[src/hdl/snnt_pkg.sv]
// Package for the sorted name/number table.
// Holds record types, op and status codes, and the cell control struct.
package snnt_pkg;

    typedef enum logic [1:0] {
        OP_INSERT = 2'd0,
        OP_FIND   = 2'd1,
        OP_DELETE = 2'd2,
        OP_LIST   = 2'd3
    } op_t;

    typedef enum logic [1:0] {
        ST_OK       = 2'd0,
        ST_NOTFOUND = 2'd1,
        ST_FULL     = 2'd2
    } status_t;

    typedef struct packed {
        logic [63:0] w0;
        logic [63:0] w1;
        logic [23:0] w2;
    } word152_t;

    typedef struct packed {
        word152_t name;
        word152_t number;
    } record_t;

    // Broadcast from the controller to every cell.
    typedef struct packed {
        logic ins;   // insert step
        logic del;   // delete step
        logic shl;   // list rotate step
    } cell_cmd_t;

    typedef enum logic [1:0] {
        S_IDLE,
        S_EXEC,
        S_OUT,
        S_LIST
    } state_t;

endpackage

[src/hdl/snnt_cell.sv]
// One table slot: holds a record and compares it against the key.
// Depends on snnt_pkg.
module snnt_cell (
    input  logic               clk,
    input  snnt_pkg::cell_cmd_t cmd,
    input  snnt_pkg::word152_t  key,
    input  snnt_pkg::record_t   new_rec,
    input  logic               my_used,
    input  logic               left_gt,   // slot below holds a name above key
    input  snnt_pkg::record_t   left_rec,
    input  snnt_pkg::record_t   right_rec,
    input  logic               right_used,
    input  logic               del_here,  // this or a lower slot is deleted
    output snnt_pkg::record_t   rec,
    output logic               gt,        // used and name above key
    output logic               eq
);
    snnt_pkg::record_t rec_reg;
    snnt_pkg::record_t rec_next;
    logic              is_gt;

    assign is_gt = rec_reg.name > key;
    assign gt    = my_used && is_gt;
    assign eq    = my_used && (rec_reg.name == key);
    assign rec   = rec_reg;

    always_comb
    begin
        rec_next = rec_reg;
        if (cmd.ins)
        begin
            if (left_gt)
                rec_next = left_rec;
            else if (!my_used || is_gt)
                rec_next = new_rec;
        end
        else if (cmd.del)
        begin
            if (del_here && right_used)
                rec_next = right_rec;
        end
        else if (cmd.shl)
        begin
            rec_next = right_rec;
        end
    end

    always_ff @(posedge clk)
    begin
        rec_reg <= rec_next;
    end
endmodule

[config.mk]
export PLATFORM = sky130hd
export DESIGN_NAME = snnt_cell
export DESIGN_NICKNAME = d
export VERILOG_FILES = /design/src/hdl/snnt_pkg.sv /design/src/hdl/snnt_cell.sv
export SDC_FILE = /design/constraint.sdc
export NUM_CORES = 1
export LEC_CHECK = 0
export BUFFER_PORTS_ARGS = -buffer_cell sky130_fd_sc_hd__buf_2
export CAP_MARGIN = 20
export CORE_AREA = 2 2 534 536
export DETAILED_ROUTE_END_ITERATION = 12
export DIE_AREA = 0 0 536 538
export GPL_ROUTABILITY_DRIVEN = 0
export SYNTH_ARGS = -nofsm -noshare
export SYNTH_HDL_FRONTEND = slang
export SYNTH_SLANG_ARGS = --single-unit
[constraint.sdc]
create_clock -name clk -period 21.9 [get_ports clk]
set_clock_uncertainty 0.1 [all_clocks]
set_input_delay 1.095 -clock clk [delete_from_list [all_inputs] [get_ports clk]]
set_output_delay 1.095 -clock clk [all_outputs]
set_load 0.01 [all_outputs]
# After elaboration in Yosys (flattened, before gate mapping)
# Index checks and enable logic that the tools add are counted.
# op_classes
n_addsub	0
mul	0
div_mod_pow	0
magnitude_cmp	1
eq_ne	3
shifts	0
mux	6
bitwise_logic	0
reduce_logical	7
# op_table
cell	n
2-to-1 mux 304 bit	6
equality test 152 bit	1
> comparator 152 bit	1
!= test 3 x 1 -> 1 bit (second input constant)	2
logical AND 1 bit	3
AND reduction 3 bit	1
nonzero test 3 bit	1
logical NOT 1 bit	1
logical OR 1 bit	1
# totals
reg_bits	304
latch_bits	0
ram_bits	0
romBits	0
out_inout_bits	306
wordCells	23
n_memories	0

# Logic depth before layout (Yosys ltp)
# logic_depth
ltp_word	5
ltp_mapped	10
depth_no_buf	10

# Least setup slack after synthesis
# Ideal clock, no wire load.
# synth_timing
kind	in2reg
start	in key[82] in the netlist's numbering
end	reg rec_reg, in the netlist rec[0], enable pin
setup_ps	1009
arrival_ps	15815
t_required_ps	20791
path_slack_ps	4976
path_stages	10
cell_sequence	inv_1 > ha_1 > nand4_2 > nor4_2 > nand2_1 > nor3_2 > and4_1 > a211oi_1 > o211a_1 > o21ai_1
# synth_via
elab_chain_cells	4
# synth_lines
item	line	rtl
start: declaration	snnt_cell.sv:6	input snnt_pkg::word152_t key,
> comparator 152 bit	snnt_cell.sv:22	assign is_gt = rec_reg.name > key;
logical OR 1 bit	snnt_cell.sv:34	else if (!my_used || is_gt)
!= test 3 x 1 -> 1 bit (no source line)	-	
AND reduction 3 bit (no source line)	-	
end signal: assignment	snnt_cell.sv:50	rec_reg <= rec_next;
end: declaration	snnt_cell.sv:18	snnt_pkg::record_t rec_reg;
# Every way passes these cells.
# A chain may end at the register's enable or synchronous reset.

# Final worst setup path
# layout_timing
start	in key[147] in the netlist's numbering
end	reg rec_reg, in the netlist rec[255], enable pin
# The elaborated chain is that of the path after synthesis.

==> flow_summary.yaml <==
outcome:
  outcome: "finished clean"
critical_path:
  worst-r2r-cell-count: 13
  worst_ep_arrival_time_ns: 6.80
  cp_cell_sequence: "buf_2 -> inv_1 -> ha_1 -> nand4_1 -> and4bb_1 -> nand4_1 -> nor2_1 -> buf_8 -> and4_1 -> a211oi_1 -> o211a_1 -> o21ai_4 -> buf_4 -> buf_4 -> buf_4"
  cpPeakStageDelay_ns: 0.69
  cp.required_ns: 22.11
  crit_slowest_cell: "buf_4"
  cp-start-kind: "input port"
  worst-path-buf-inv: 6
  end_kind: "flip-flop"
  cp_num_cells: 15
  cp_top_family: "buffers and inverters"
  crit_top_cell: "buf_4"
  crit_type: "in2reg"
  crit_path_max_fanout: 55
sta:
  grt_setup_unrepaired: "no"
  maxSlewViolCount: 0
  finalSetupViolCount: 0
  fmax_mhz: 152
  fin_crit_sh_pct: 30.1
  finalSetupTns_ns: 0
  worst-slew-pin-transition_ns: 1.16
  hold_viol: 0
  slew_headroom_pct: 20.7
  fin_crit_ns: 6.59
clocking:
  cts.repair.resized: 0
  numCtsBuffers: 47
  ctsHoldBuffers: 0
  clock-sinks: 304
  cts.clk_slew.worst_paths_ns: 0.07
  clk_path_buf_depth: 3
  cts_setup_buffers: 0
  cts_tree: "yes"
  ctsRootBufferMaster: "clkbuf_16"
  cts_max_level: 2
  clock_latency_ns: 0.70
synthesis:
  synthCells: 1866
  avgSynthCellArea_um2: 10.3
  syn_nets: 3090
  ys_types: 43
  synth_seq_area_share_pct: 47.7
  synth_area_um2: 19100
  synth_enable_flop_cells: 304
  yosysWarnings: 0
  ys.flop_type: "edfxtp_1"
  ys_async_sr_fraction_pct: 0
  ys_ff_latch: 304
pwr:
  peakVddDrop_mv: 0.0529
  cellPowerDensity_nw_per_um2: 66.8
  p_leak_uw: 0.0146
placement:
  hpwlAfterDp_mm: 207
  portBuffers: 1377
  place_area_um2: 30700
global_route:
  grt_pass1_wl_mm: 263
  overflow: 0
  grt_usage_pct: 14.9
  grt_max_degree: 110
  grt_pass1_vias: 20300
  antenna_found_initial: 366
route:
  routed_wl_mm: 227
  vias_per_cell: 3.16
  avgRoutedWirePerCell_um: 31.3
  antenna_left: 0
  drtIter0Drc: 1689
  drc_errors: 0
  vias: 22900
  first_pass_iters: 5
cells_and_area:
  fillCellCount: 32800
  final_cell_mix: "buf_2, a21oi_1, nor2_1, edfxtp_1, mux2i_1"
  finish.instance_area_um2: 32800
  largest_register_ffs: 304
  layout-drive-gt1-share_pct: 45.9
  finalNetCount: 4448
  syn_to_final_growth_pct: 71.4
  final_common_cell: "buf_2"
die:
  core_area_um2: 283000
  io-pin-count: 1378
  row_count: 196
  dieWidth_um: 536
  start_util_pct: 6.76
  die_area_um2: 288000
  die_h_um: 538
flow_run:
  drv_cap: 0
hold_path:
  hp-class: "in2reg"
  whs_path_depth: 3
kinds of logic (layout without fill, tap and decap cells):
kind of cell,count (synthesis),after routing,share of synthesized area [%]
compound gates,425,425,11.9
fa+ha+maj,152,152,9.93
buf+inv,257,1653,5.22
flops,304,304,47.7
mux,304,304,15.9
other cells,0,235,0
simple gates,424,424,9.41
worst register-to-register path, cell delays in order (launching register included):
cell	delay, ns
edfxtp_1	0.48
ha_1	0.35
nand4_1	0.53
and4bb_1	0.58
nand4_1	0.22
nor2_1	0.42
buf_8	0.20
and4_1	0.25
a211oi_1	0.09
o211a_1	0.19
o21ai_4	0.47
buf_4	0.67
buf_4	0.75
buf_4	0.76
stage by stage:
step                utilization [%]  std cells  total power [µW]  setup WS (ns)  hold WS (ns)
detailed placement             10.8       6935              1410          14.35          1.32
global route                   11.5       7138              2300          15.00         0.569
CTS                            11.4       7022              2250          15.08         0.510
floorplan                         -       1866              1030           4.98          1.22
global placement               10.8       6929              1400          13.72          1.31
finish                         11.6       7259              2190          15.31         0.612
layer usage:
| metal | track usage, % | wire (µm) | part of all wire [%] |
|---|---|---|---|
| met1 | 14.4 | 73200 | 32 |
| met2 | 23.4 | 100000 | 44 |
| met5 | 0 | 1050 | 0.46 |
| met4 | 8.34 | 13900 | 6.1 |
| met3 | 10.5 | 39000 | 17 |
synthesized netlist by cell type (all sizes together) (2+ instances only):
cell type / count / area, µm²
clkbuf: 70 / 263
nand4: 30 / 194
nand2: 34 / 128
a2111oi: 5 / 43.8
and4: 4 / 35.0
buf: 32 / 155
ha: 152 / 1900
edfxtp: 304 / 9130
mux2i: 304 / 3040
a21o: 17 / 128
nand3: 22 / 110
a21oi: 359 / 1800
a221o: 2 / 20.0
nor4: 6 / 65.1
a221oi: 4 / 35.0
a21boi: 2 / 15.0
nor2: 316 / 1190
nor3: 4 / 25.0
o21ai: 17 / 85.1
a211oi: 11 / 82.6
inv: 155 / 582
worst paths after layout:
kind / slack, ns / to / startpoint
worst min register to register: 1.43 / rec[154]$_DFFE_PP_ / rec[153]$_DFFE_PP_
worst min-delay path: 0.61 / rec[141]$_DFFE_PP_ / right_rec[141]
worst max-delay path: 15.31 / rec[255]$_DFFE_PP_ / key[147]
worst max register to register: 15.38 / rec[255]$_DFFE_PP_ / rec[302]$_DFFE_PP_
final cells by class:
class / instances / area [µm²] / area share (%)
Sequential cell: 304 / 9130 / 27.8
Multi-Input combinational cell: 1305 / 9080 / 27.7
Timing Repair Buffer: 1411 / 7200 / 22.0
Tap cell: 3762 / 4710 / 14.3
Clock buffer: 56 / 1230 / 3.75
Antenna cell: 235 / 588 / 1.79
Inverter: 155 / 582 / 1.77
Clock inverter: 31 / 295 / 0.900
report_power, final:
group,internal [µW],leakage [µW],switching (µW)
Sequential,734,0.00298,60.8
Combinational,208,0.0108,382
Clock,449,0.000742,358
Total,1390,0.0146,801
Power figures use the tool's default switching activity.
